### config.mk
export PLATFORM = sky130hd
export DESIGN_NAME = tilt_axis_drive_control_core
export DESIGN_NICKNAME = d
export VERILOG_FILES = /design/src/hdl/tadc_pkg.sv /design/src/hdl/tadc_target_pipe.sv /design/src/hdl/tadc_hold_ctrl.sv /design/src/hdl/tadc_drive_out.sv /design/src/hdl/tilt_axis_drive_control_core.sv
export SDC_FILE = /design/constraint.sdc
export NUM_CORES = 2
export LEC_CHECK = 0
export BUFFER_PORTS_ARGS = -buffer_cell sky130_fd_sc_hd__buf_4
export CAP_MARGIN = 10
export CORE_MARGIN = 4
export CORE_UTILIZATION = 55
export CTS_CLUSTER_DIAMETER = 40
export DETAILED_ROUTE_END_ITERATION = 6
export MAX_ROUTING_LAYER = met4
export PLACE_DENSITY = 0.73
export SYNTH_ARGS = -nofsm -noshare
export SYNTH_HDL_FRONTEND = slang
export SYNTH_SLANG_ARGS = --single-unit
### constraint.sdc
create_clock -name clock -period 22.1 [get_ports clock]
set_input_delay 4.42 -clock clock [delete_from_list [all_inputs] [get_ports clock]]
set_output_delay 4.42 -clock clock [all_outputs]
set_load 0.05 [all_outputs]
### src/hdl/tadc_pkg.sv
// ----------------------------------------------------------------------------
// Tilt axis drive control package
// Shared item types, register indexes and fixed-point constants.
// ----------------------------------------------------------------------------
package tadc_pkg;

   localparam int CSR_INDEX_W = 3;

   localparam logic [CSR_INDEX_W-1:0] CSR_ERROR_GAIN      = 3'd0;
   localparam logic [CSR_INDEX_W-1:0] CSR_MIN_DRIVE       = 3'd1;
   localparam logic [CSR_INDEX_W-1:0] CSR_DOWN_DRIVE      = 3'd2;
   localparam logic [CSR_INDEX_W-1:0] CSR_UP_DRIVE        = 3'd3;
   localparam logic [CSR_INDEX_W-1:0] CSR_UP_TRAVEL_LIMIT = 3'd4;
   localparam logic [CSR_INDEX_W-1:0] CSR_PITCH_TO_TICKS  = 3'd5;

   localparam logic [14:0]        ERROR_GAIN_RST      = 15'd1638;
   localparam logic [14:0]        MIN_DRIVE_RST       = 15'd819;
   localparam logic signed [15:0] DOWN_DRIVE_RST      = 16'sd3277;
   localparam logic signed [15:0] UP_DRIVE_RST        = -16'sd8192;
   localparam logic signed [15:0] UP_TRAVEL_LIMIT_RST = -16'sd60;
   localparam logic signed [15:0] PITCH_TO_TICKS_RST  = 16'sd1157;

   localparam int DRIVE_ONE = 16384;

   // retarget divides by 256000 = 2^11 * 125
   localparam int PROD_W         = 34;
   localparam int RETARGET_SHIFT = 11;
   localparam int QHI_W          = PROD_W - RETARGET_SHIFT;
   localparam int DIV_LEN        = 125;
   localparam int DIV_BIAS       = 16778;     // lifts the high part above zero
   localparam int DIV_SHIFT      = 30;
   localparam int DIV_RECIP      = 8589934;   // floor(2^30 / 125)
   localparam int RECIP_W        = 24;
   localparam int QUOT_W         = 17;

   typedef struct packed {
      logic signed [15:0] tilt_position;
      logic               down_button;
      logic               up_button;
      logic               retarget;
   } ctl_type;

   typedef struct packed {
      ctl_type            ctl;
      logic signed [17:0] pitch_offset;
   } req_type;

   typedef struct packed {
      ctl_type            ctl;
      logic signed [15:0] target;
   } tgt_type;

   typedef struct packed {
      logic               use_err;
      logic signed [16:0] err;
      logic signed [15:0] manual;
   } drv_type;

   typedef struct packed {
      logic [14:0]        error_gain;
      logic [14:0]        min_drive;
      logic signed [15:0] down_drive;
      logic signed [15:0] up_drive;
      logic signed [15:0] up_travel_limit;
      logic signed [15:0] pitch_to_ticks;
   } cfg_type;

endpackage

### src/hdl/tadc_target_pipe.sv
// ----------------------------------------------------------------------------
// Retarget pipeline
// Computes trunc(count + offset * ticks / 256000), saturated to 16 bits.
// ----------------------------------------------------------------------------
module tadc_target_pipe (
   input  logic              clock,
   input  logic              reset,
   input  tadc_pkg::cfg_type cfg,
   input  logic              in_valid,
   output logic              in_ready,
   input  tadc_pkg::req_type in_item,
   output logic              out_valid,
   input  logic              out_ready,
   output tadc_pkg::tgt_type out_item
);

   typedef struct packed {
      tadc_pkg::ctl_type                   ctl;
      logic signed [tadc_pkg::PROD_W-1:0]  prod;
   } s2_type;

   typedef struct packed {
      tadc_pkg::ctl_type                   ctl;
      logic [tadc_pkg::QHI_W-1:0]          x;
      logic [tadc_pkg::QUOT_W-1:0]         q0;
      logic                                low_nz;
   } s3_type;

   localparam int RECIP_PROD_W = tadc_pkg::QHI_W + tadc_pkg::RECIP_W;

   tadc_pkg::req_type s1_ff;
   s2_type            s2_ff, s2_in;
   s3_type            s3_ff, s3_in;
   tadc_pkg::tgt_type s4_ff, s4_in;
   logic              v1_ff, v2_ff, v3_ff, v4_ff;
   logic              rdy1, rdy2, rdy3, rdy4;

   logic [tadc_pkg::QHI_W-1:0]        x_c;
   logic [RECIP_PROD_W-1:0]           recip_prod;
   logic [7:0]                        low_mul, rem0, rem_c;
   logic [tadc_pkg::QUOT_W-1:0]       q_c;
   logic signed [17:0]                quot, sum, adj;
   logic                              nz;

   always_comb begin
      rdy4     = !v4_ff || out_ready;
      rdy3     = !v3_ff || rdy4;
      rdy2     = !v2_ff || rdy3;
      rdy1     = !v1_ff || rdy2;
      in_ready = rdy1;
   end

   // stage 1: offset times ticks per degree
   always_comb begin
      s2_in.ctl  = s1_ff.ctl;
      s2_in.prod = tadc_pkg::PROD_W'(s1_ff.pitch_offset) *
                   tadc_pkg::PROD_W'(cfg.pitch_to_ticks);
   end

   // stage 2: floor divide the high part by 125 through a reciprocal
   always_comb begin
      x_c = tadc_pkg::QHI_W'(s2_ff.prod[tadc_pkg::PROD_W-1:tadc_pkg::RETARGET_SHIFT]) +
            tadc_pkg::QHI_W'(tadc_pkg::DIV_BIAS * tadc_pkg::DIV_LEN);
      recip_prod = RECIP_PROD_W'(x_c) * RECIP_PROD_W'(tadc_pkg::DIV_RECIP);
      s3_in.ctl    = s2_ff.ctl;
      s3_in.x      = x_c;
      s3_in.q0     = recip_prod[tadc_pkg::DIV_SHIFT +: tadc_pkg::QUOT_W];
      s3_in.low_nz = |s2_ff.prod[tadc_pkg::RETARGET_SHIFT-1:0];
   end

   // stage 3: quotient correction, truncation toward zero, saturation
   always_comb begin
      low_mul = 8'(s3_ff.q0[7:0] * 8'(tadc_pkg::DIV_LEN));
      rem0    = s3_ff.x[7:0] - low_mul;
      if (rem0 >= 8'(tadc_pkg::DIV_LEN)) begin
         q_c   = s3_ff.q0 + 1'b1;
         rem_c = rem0 - 8'(tadc_pkg::DIV_LEN);
      end else begin
         q_c   = s3_ff.q0;
         rem_c = rem0;
      end
      nz   = (rem_c != 8'd0) || s3_ff.low_nz;
      quot = signed'(18'(q_c)) - 18'(tadc_pkg::DIV_BIAS);
      sum  = 18'(s3_ff.ctl.tilt_position) + quot;
      adj  = (sum < 18'sd0 && nz) ? sum + 18'sd1 : sum;
      s4_in.ctl = s3_ff.ctl;
      if (adj > 18'sd32767) begin
         s4_in.target = 16'sh7fff;
      end else if (adj < -18'sd32768) begin
         s4_in.target = -16'sh8000;
      end else begin
         s4_in.target = 16'(adj);
      end
   end

   always_ff @(posedge clock) begin
      if (reset) begin
         v1_ff <= 1'b0;
         v2_ff <= 1'b0;
         v3_ff <= 1'b0;
         v4_ff <= 1'b0;
      end else begin
         if (rdy1) v1_ff <= in_valid;
         if (rdy2) v2_ff <= v1_ff;
         if (rdy3) v3_ff <= v2_ff;
         if (rdy4) v4_ff <= v3_ff;
      end
   end

   always_ff @(posedge clock) begin
      if (in_valid && rdy1) s1_ff <= in_item;
      if (v1_ff && rdy2)    s2_ff <= s2_in;
      if (v2_ff && rdy3)    s3_ff <= s3_in;
      if (v3_ff && rdy4)    s4_ff <= s4_in;
   end

   assign out_valid = v4_ff;
   assign out_item  = s4_ff;

endmodule

### src/hdl/tadc_hold_ctrl.sv
// ----------------------------------------------------------------------------
// Hold target control
// Keeps the hold target and button levels, picks manual or closed-loop drive.
// ----------------------------------------------------------------------------
module tadc_hold_ctrl (
   input  logic              clock,
   input  logic              reset,
   input  tadc_pkg::cfg_type cfg,
   input  logic              in_valid,
   output logic              in_ready,
   input  tadc_pkg::tgt_type in_item,
   output logic              out_valid,
   input  logic              out_ready,
   output tadc_pkg::drv_type out_item
);

   logic signed [15:0] hold_ff, hold_in;
   logic               last_up_ff, last_down_ff;
   logic               valid_ff;
   tadc_pkg::drv_type  drv_ff, drv_in;
   logic signed [15:0] pos, tgt;
   logic               up, down, release_edge, fire;

   assign in_ready = !valid_ff || out_ready;
   assign fire     = in_valid && in_ready;

   always_comb begin
      pos  = in_item.ctl.tilt_position;
      up   = in_item.ctl.up_button;
      down = in_item.ctl.down_button;
      tgt  = in_item.ctl.retarget ? in_item.target : hold_ff;
      if (up || down) tgt = '0;

      drv_in.use_err = (tgt != 16'sd0);
      drv_in.err     = 17'(tgt) - 17'(pos);
      if (up) begin
         drv_in.manual = (pos < cfg.up_travel_limit) ? 16'sd0 : cfg.up_drive;
      end else if (down) begin
         drv_in.manual = cfg.down_drive;
      end else begin
         drv_in.manual = 16'sd0;
      end

      release_edge = (!up && last_up_ff) || (!down && last_down_ff);
      hold_in      = release_edge ? pos : tgt;
   end

   always_ff @(posedge clock) begin
      if (reset) begin
         hold_ff      <= '0;
         last_up_ff   <= 1'b0;
         last_down_ff <= 1'b0;
         valid_ff     <= 1'b0;
      end else begin
         if (fire) begin
            hold_ff      <= hold_in;
            last_up_ff   <= up;
            last_down_ff <= down;
         end
         if (in_ready) valid_ff <= in_valid;
      end
   end

   always_ff @(posedge clock) begin
      if (fire) drv_ff <= drv_in;
   end

   assign out_valid = valid_ff;
   assign out_item  = drv_ff;

   a_button_clears: assert property (@(posedge clock) disable iff (reset)
      fire && (up || down) && !release_edge |=> hold_ff == 16'sd0)
      else $error("pressed button left a hold target");

   a_idle_keeps: assert property (@(posedge clock) disable iff (reset)
      fire && !up && !down && !in_item.ctl.retarget && !last_up_ff && !last_down_ff
      |=> $stable(hold_ff))
      else $error("hold target moved without cause");

endmodule

### src/hdl/tadc_drive_out.sv
// ----------------------------------------------------------------------------
// Drive output stage
// Proportional term plus signed minimum (or manual drive), saturation, result register.
// ----------------------------------------------------------------------------
module tadc_drive_out (
   input  logic               clock,
   input  logic               reset,
   input  tadc_pkg::cfg_type  cfg,
   input  logic               in_valid,
   output logic               in_ready,
   input  tadc_pkg::drv_type  in_item,
   output logic               out_valid,
   input  logic               out_ready,
   output logic signed [15:0] drive
);

   localparam int SUM_W = 35;

   logic               valid_ff;
   logic signed [15:0] drive_ff, drive_in;
   logic signed [SUM_W-1:0] prod, min_term, total;

   assign in_ready = !valid_ff || out_ready;

   always_comb begin
      prod = SUM_W'(in_item.err) * SUM_W'(signed'({1'b0, cfg.error_gain}));
      if (in_item.err > 17'sd0) begin
         min_term = SUM_W'(signed'({1'b0, cfg.min_drive}));
      end else if (in_item.err < 17'sd0) begin
         min_term = -SUM_W'(signed'({1'b0, cfg.min_drive}));
      end else begin
         min_term = '0;
      end
      total = in_item.use_err ? prod + min_term : SUM_W'(in_item.manual);
      if (total > SUM_W'(tadc_pkg::DRIVE_ONE)) begin
         drive_in = 16'(tadc_pkg::DRIVE_ONE);
      end else if (total < -SUM_W'(tadc_pkg::DRIVE_ONE)) begin
         drive_in = -16'(tadc_pkg::DRIVE_ONE);
      end else begin
         drive_in = 16'(total);
      end
   end

   always_ff @(posedge clock) begin
      if (reset) begin
         valid_ff <= 1'b0;
      end else if (in_ready) begin
         valid_ff <= in_valid;
      end
   end

   always_ff @(posedge clock) begin
      if (in_valid && in_ready) drive_ff <= drive_in;
   end

   assign out_valid = valid_ff;
   assign drive     = drive_ff;

   a_drive_range: assert property (@(posedge clock) disable iff (reset)
      out_valid |-> (drive <= 16'sd16384) && (drive >= -16'sd16384))
      else $error("drive outside full scale");

endmodule

### src/hdl/tilt_axis_drive_control_core.sv
// ----------------------------------------------------------------------------
// Tilt axis drive control core
// One encoder sample in, one Q1.14 motor drive command out.
//
// req_ channel: one item per control tick (count, buttons, retarget,
// pitch offset). rsp_ channel: one drive item per request item, in order.
// csr_ port: register writes, always ready; write only while idle.
// Throughput: one item per cycle while rsp_ does not stall, set by the
// pipeline registers (input, offset multiply, reciprocal divide,
// correction, hold target, drive). The hold target register is updated
// in order in the hold target stage. A stalled rsp_ side fills the
// stages one by one; empty stages keep accepting until the pipeline is
// full, then req_tready drops. Reset: registers return to their
// defaults, no hold target, button levels low, pipeline empty.
// ----------------------------------------------------------------------------
module tilt_axis_drive_control_core (
   input  logic                             clock,
   input  logic                             reset,
   input  logic                             req_tvalid,
   output logic                             req_tready,
   // [15:0] tilt_position, [16] down_button, [17] up_button,
   // [18] retarget, [36:19] pitch_offset, [39:37] zero
   input  logic [39:0]                      req_tdata,
   output logic                             rsp_tvalid,
   input  logic                             rsp_tready,
   // [15:0] drive
   output logic [15:0]                      rsp_tdata,
   input  logic                             csr_valid,
   output logic                             csr_ready,
   input  logic [tadc_pkg::CSR_INDEX_W-1:0] csr_index,
   input  logic [15:0]                      csr_data
);

   tadc_pkg::cfg_type cfg_ff;
   tadc_pkg::req_type req_item;
   tadc_pkg::tgt_type tgt_item;
   tadc_pkg::drv_type drv_item;
   logic              tgt_valid, tgt_ready, drv_valid, drv_ready;
   logic signed [15:0] drive;

   assign csr_ready = 1'b1;

   always_ff @(posedge clock) begin
      if (reset) begin
         cfg_ff.error_gain      <= tadc_pkg::ERROR_GAIN_RST;
         cfg_ff.min_drive       <= tadc_pkg::MIN_DRIVE_RST;
         cfg_ff.down_drive      <= tadc_pkg::DOWN_DRIVE_RST;
         cfg_ff.up_drive        <= tadc_pkg::UP_DRIVE_RST;
         cfg_ff.up_travel_limit <= tadc_pkg::UP_TRAVEL_LIMIT_RST;
         cfg_ff.pitch_to_ticks  <= tadc_pkg::PITCH_TO_TICKS_RST;
      end else if (csr_valid && csr_ready) begin
         case (csr_index)
            tadc_pkg::CSR_ERROR_GAIN:      cfg_ff.error_gain      <= csr_data[14:0];
            tadc_pkg::CSR_MIN_DRIVE:       cfg_ff.min_drive       <= csr_data[14:0];
            tadc_pkg::CSR_DOWN_DRIVE:      cfg_ff.down_drive      <= csr_data;
            tadc_pkg::CSR_UP_DRIVE:        cfg_ff.up_drive        <= csr_data;
            tadc_pkg::CSR_UP_TRAVEL_LIMIT: cfg_ff.up_travel_limit <= csr_data;
            tadc_pkg::CSR_PITCH_TO_TICKS:  cfg_ff.pitch_to_ticks  <= csr_data;
            default: ;
         endcase
      end
   end

   always_comb begin
      req_item.ctl.tilt_position = req_tdata[15:0];
      req_item.ctl.down_button   = req_tdata[16];
      req_item.ctl.up_button     = req_tdata[17];
      req_item.ctl.retarget      = req_tdata[18];
      req_item.pitch_offset      = req_tdata[36:19];
   end

   tadc_target_pipe u_target (
      .clock     (clock),
      .reset     (reset),
      .cfg       (cfg_ff),
      .in_valid  (req_tvalid),
      .in_ready  (req_tready),
      .in_item   (req_item),
      .out_valid (tgt_valid),
      .out_ready (tgt_ready),
      .out_item  (tgt_item)
   );

   tadc_hold_ctrl u_hold (
      .clock     (clock),
      .reset     (reset),
      .cfg       (cfg_ff),
      .in_valid  (tgt_valid),
      .in_ready  (tgt_ready),
      .in_item   (tgt_item),
      .out_valid (drv_valid),
      .out_ready (drv_ready),
      .out_item  (drv_item)
   );

   tadc_drive_out u_drive (
      .clock     (clock),
      .reset     (reset),
      .cfg       (cfg_ff),
      .in_valid  (drv_valid),
      .in_ready  (drv_ready),
      .in_item   (drv_item),
      .out_valid (rsp_tvalid),
      .out_ready (rsp_tready),
      .drive     (drive)
   );

   assign rsp_tdata = drive;

   a_empty_accepts: assert property (@(posedge clock) disable iff (reset)
      !rsp_tvalid |-> req_tready)
      else $error("input stalled with result stage empty");

endmodule
==> Yosys cells after proc, flatten, opt, wreduce, memory -nomap -nowiden <==
Cells that the tools add are included.
{ "totals": {"reg_bits": 338, "word_cells": 121, "in_bits": 64, "output_inout_bits": 19} }
{ "op_classes": {"eq_ne": 5, "mul": 4, "n_reduce_logical": 37, "mux": 14, "n_addsub": 10, "magnitude_cmp": 9} }
{ "ops": {"columns": ["op", "count"], "rows": [
  ["2-to-1 mux 16 bit", 8],
  ["2-to-1 mux 35 bit", 3],
  ["multiplier 23 x 23 -> 46 bit (second input constant)", 1],
  ["adder 35 bit", 1],
  ["greater-than comparator 35 x 16 -> 1 bit (second input constant)", 1],
  ["less-than comparator 35 x 15 -> 1 bit (second input constant)", 1],
  ["negation 15 -> 35 bit", 1],
  ["multiplier 18 x 16 -> 34 bit", 1],
  ["multiplier 17 x 16 -> 33 bit", 1],
  ["adder 23 x 22 -> 23 bit (second input constant)", 1],
  ["adder 16 x 18 -> 18 bit", 1],
  ["adder 18 x 2 -> 18 bit (second input constant)", 1],
  ["greater-than comparator 18 x 16 -> 1 bit (second input constant)", 1],
  ["less-than comparator 18 x 1 -> 1 bit (second input constant)", 1],
  ["less-than comparator 18 x 16 -> 1 bit (second input constant)", 1],
  ["2-to-1 mux 18 bit", 1],
  ["subtractor 17 x 15 -> 18 bit (second input constant)", 1],
  ["adder 17 x 1 -> 17 bit (second input constant)", 1],
  ["greater-than comparator 17 x 1 -> 1 bit (second input constant)", 1],
  ["less-than comparator 17 x 1 -> 1 bit (second input constant)", 1],
  ["2-to-1 mux 17 bit", 1],
  ["subtractor 16 x 16 -> 17 bit", 1],
  ["less-than comparator 16 bit", 1],
  ["nonzero test 16 bit", 1],
  ["other kinds (16)", 46]
]} }

==> Longest topological paths before layout <==
{ "depth": {"ltp_word": 11, "depth_mapped": 38, "mapped_depth_nobuf": 36} }

==> Cells and area by module <==
Synthesis repeated with hierarchy kept, for this count alone.
{ "unflattened": {"hier_cells": 4879, "hier_area_um2": 47653.2} }
{ "modules_own_cells": {"columns": ["mod", "seq_area_each_um2", "area_each_um2", "cells_per_inst", "n_inst"], "rows": [
  ["tadc_target_pipe", 5185.0, 26910.8, 2581, 1],
  ["tadc_drive_out", 500.5, 13432.9, 1558, 1],
  ["tilt_axis_drive_control_core", 1881.8, 3699.8, 349, 1],
  ["tadc_hold_ctrl", 1401.3, 3609.7, 391, 1]
]} }

==> Worst setup path after synthesis <==
Ideal clock, no wire load.
{ "synth_path": {"path_kind": "input port to output port", "from": "in rsp_tready", "to": "out req_tready", "path_slack_ns": 12.139, "cell_stages": 4, "arrival_ns": 5.541, "cell_sequence": "nor2b_1 and3_1 clkbuf_1 nand4_1"} }
{ "synth_between": {"elab_chain_len": 6} }
{ "synth_rtl": {"columns": ["element", "line_no", "source"], "rows": [
  ["start, declared", "tilt_axis_drive_control_core.sv:25", "input logic rsp_tready,"],
  ["logical OR 1 bit", "tadc_drive_out.sv:23", "assign in_ready = !valid_ff || out_ready;"],
  ["logical OR 1 bit", "tadc_hold_ctrl.sv:24", "assign in_ready = !valid_ff || out_ready;"],
  ["logical OR 1 bit", "tadc_target_pipe.sv:46", "rdy4 = !v4_ff || out_ready;"],
  ["logical OR 1 bit", "tadc_target_pipe.sv:47", "rdy3 = !v3_ff || rdy4;"],
  ["logical OR 1 bit", "tadc_target_pipe.sv:48", "rdy2 = !v2_ff || rdy3;"],
  ["logical OR 1 bit", "tadc_target_pipe.sv:49", "rdy1 = !v1_ff || rdy2;"],
  ["end, declared", "tilt_axis_drive_control_core.sv:20", "output logic req_tready,"]
]} }
No other way between the ends.

==> Worst setup path after layout <==
{ "layout_path": {"from": "reg u_hold.drv_ff (netlist bit u_hold.out_item[21])", "to": "reg u_drive.drive_ff[13], in the netlist u_drive.drive[13] (data pin)"} }
{ "layout_between": {"elab_chain_len": 7, "word_cells_on_any_way": 10, "classes_between": "add/sub: 1; mul: 1; order compare: 4; mux: 3; reduce/logical: 1"} }
{ "layout_rtl": {"columns": ["element", "line_no", "source"], "rows": [
  ["start, declared", "tadc_hold_ctrl.sv:20", "tadc_pkg::drv_type drv_ff, drv_in;"],
  ["start signal, assigned", "tadc_hold_ctrl.sv:65", "if (fire) drv_ff <= drv_in;"],
  ["parallel branches: the longest is 3 deep, another holds multiplier 17 x 16 -> 33 bit", null, null],
  ["adder 35 bit (*)", "tadc_drive_out.sv:34", "total = in_item.use_err ? prod + min_term : SUM_W'(in_item.manual);"],
  ["2-to-1 mux 35 bit (*)", "tadc_drive_out.sv:34", null],
  ["less-than comparator 35 x 15 -> 1 bit or greater-than comparator 35 x 16 -> 1 bit (tied branches)", "tadc_drive_out.sv:37, tadc_drive_out.sv:35", null],
  ["OR reduction 2 bit (no line)", null, null],
  ["end signal, assigned", "tadc_drive_out.sv:53", "if (in_valid && in_ready) drive_ff <= drive_in;"],
  ["end, declared", "tadc_drive_out.sv:20", "logic signed [15:0] drive_ff, drive_in;"]
]} }
Every way passes the cells marked *.
A chain may end at the register's enable or synchronous reset.

==> impl_metrics.ini <==
[run_status]
status = complete, no violations

[clock_network]
holdBufCountCts = 0
clk_latency_ns = 0.63
numCtsBuffers = 54
h-tree-depth = 2
clk_pin_slew_worst_paths_ns = 0.06
cts_resized = 0
postCtsSetupRepairBufs = 0
cts_tree = built
clock-sinks = 338
cts_max_path_buffers = 3
root_buffer = clkbuf_16

[cells_and_area]
final_util_pct = 59.91
register_area_um2 = 8969
fin_nets = 6353
syn2layout_area_growth_pct = 7.738
drive_gt1_share_pct = 5.251
layout.cells.most_common_list = inv_1 (1,037), fa_1 (709), nand2_1 (579)
multi_input_area_um2 = 34190
layout_commonest_cell = inv_1
final_cell_area_um2 = 51250
fillers = 7141

[route]
vias = 34449
wirelength_mm = 112.4
drtIter0Drc = 2233
ant_nets = 0
firstDrtPassIters = 6
viasPerCell = 5.530
route.detailed.drc = 0
wire_per_inst_um = 18.04

[timing]
setup_viol = 0
slew_headroom_pct = 12.82
fin_crit_sh_pct = 49.20
fmax_ghz = 0.09197
finClkSkew_ns = 0.02407
layout_min_cycle_time_ns = 10.87
hold_viol_final = 0
holdWs_ns = 0.4163
final-max-slew-violation-count = 0
fin_tns_setup_ns = 0
rsz0062_at_grt = no
tightest_slew_ns = 1.308

[global_route]
antenna_found_initial = 2
grt_pass1_wl_mm = 187.0
grt_pass1_vias = 36369
busiest_layer = met2
grt_start_max_net_pins = 92
grt_usage_pct = 26.38
met2_usage_pct = 44.22
grtUsageMet3_pct = 2.957
met1_usage_pct = 33.20
overflow = 0

[min_path]
hold_path_class = reg2reg

[synthesis]
synth_nets = 6341
synth-main-ff-cell = edfxtp_1
synth.ff_latch_count = 338
synthCells = 5028
syn_area_per_cell_um2 = 9.461
seq_area_frac_synth_pct = 18.85
synth.distinct_cells = 90
synth_edf_count = 220
synth_warnings = 0
syn-cell-area_um2 = 47570
ys_async_sr_fraction_pct = 0

[die]
die_h_um = 302.1
ioPinCount = 83
num_rows = 107
initial_core_util_pct = 55.61
die-area_um2 = 91260
core-area_um2 = 85550
die_w_um = 302.1

[worst_setup_path]
cp-end-kind = flip-flop
cp_slowest_stage_delay_ns = 0.86
crit_path_max_fanout = 16
crit_type = reg2reg
arrival_ns = 11.22
critPathMostFrequentCell = fa_1
cp_slowest_cell = o41ai_4
cp-start-kind = flip-flop
worstPathRequired_ns = 22.45

[placement]
portBuffers = 78
gp_congestion = 0.9432
dpl-instance-area_um2 = 49370
hpwl_mm = 88.23

[job]
max_cap_viol_count = 0
## cell type report
type | instances | area share (%)
timing repair buffer | 119 | 1.743
antenna | 1 | 0.004883
clock inverter | 40 | 0.8496
inverter | 1037 | 7.595
clock buffer | 61 | 2.812
tap | 1144 | 2.793
sequential | 338 | 17.50
multi-input combinational | 3490 | 66.70
## cells by family after synthesis
kind of cell	count (synthesis)	share of synthesized area, %
muxes	51	1.089
AOI/OAI and AO/OA	639	8.887
DFF	338	18.85
buffers and inverters	1200	9.513
and+or+nand+nor	1357	13.98
xor gates and xnor gates	193	3.627
adders and majority gates	1249	44.04
other	1	0.007883
## state kept, by name (all words and copies together), names as in the netlist, 16 cells and up
register and count:
u_hold.out_item 34, cfg_ff 94, u_hold.hold_ff 16, u_target.s3_ff 45, u_target.s2_ff 53, u_drive.drive 16, u_target.out_item 35, u_target.s1_ff 37
## worst max-delay path, delay by kind of cell, from the launching register on
kind	cells	cell delay, ns
DFF	1	0.70
and+or+nand+nor	8	2.75
xor gates and xnor gates	2	0.37
buffers and inverters	4	0.23
AOI/OAI and AO/OA	8	2.56
adders and majority gates	8	3.98
## metal layers
metal / vias to the layer above / wire length (um)
met4: 0 / 4526
met3: 236 / 6760
met1: 17062 / 45900
met2: 1023 / 55220
met5: - / 0
li1: 16128 / -
## through the flow
| stage | setup slack (ns) | instances |
|---|---|---|
| 2_1_floorplan | 12.14 | 5028 |
| 3_3_place_gp | 11.49 | 6128 |
| 3_5_place_dp | 11.41 | 6128 |
| 4_1_cts | 11.39 | 6229 |
| 5_1_grt | 10.99 | 6230 |
| 6_report | 11.23 | 6230 |
## cells in the mapped netlist (5+ instances only)
library cell / instances / share of area (%)
or3_1: 13 / 0.17
ha_1: 540 / 14
a211o_1: 5 / 0.092
nand2_1: 579 / 4.6
and2_1: 265 / 3.5
nor3b_1: 7 / 0.11
a41oi_1: 7 / 0.13
fa_1: 709 / 30
nor2b_1: 28 / 0.37
o21ai_0: 120 / 1.3
a211oi_1: 37 / 0.58
nand3_1: 71 / 0.75
nand4_1: 32 / 0.42
nor4_1: 22 / 0.29
buf_1: 6 / 0.047
a21oi_1: 179 / 1.9
o31a_1: 12 / 0.22
a2111oi_0: 7 / 0.13
o32ai_1: 11 / 0.20
xor2_1: 58 / 1.1
or2_2: 8 / 0.11
o22ai_1: 7 / 0.092
inv_1: 1037 / 8.2
o31ai_1: 12 / 0.19
xnor2_1: 132 / 2.4
a31oi_1: 20 / 0.26
dfxtp_1: 118 / 5.0
nand4b_1: 10 / 0.18
nand3b_1: 39 / 0.62
nand2b_1: 43 / 0.57
a22oi_1: 21 / 0.33
o211ai_1: 7 / 0.11
o21a_1: 28 / 0.44
a21boi_0: 12 / 0.19
nor3_1: 35 / 0.37
nor2_1: 161 / 1.3
and3_1: 21 / 0.28
edfxtp_1: 220 / 14
o21bai_1: 21 / 0.33
mux2i_1: 45 / 0.95
buf_2: 8 / 0.084
clkbuf_1: 147 / 1.2
a21o_1: 66 / 1.0
mux2_2: 6 / 0.14
## path summary, 6_finish.rpt
kind / start / endpoint / slack [ns] / cells after the start
hold / removal: u_target.s2_ff[36] / u_target.s3_ff[43] / 0.42 / 0
setup reg to reg: u_hold.out_item[21] / u_drive.drive[13] / 11.23 / 30
setup / recovery: u_hold.out_item[21] / u_drive.drive[13] / 11.23 / 30
hold reg to reg: u_target.s2_ff[36] / u_target.s3_ff[43] / 0.42 / 0
Power is left out: the tool's default activity adds up to more than one toggle a clock period on the data nets, which glitch-free logic cannot reach.
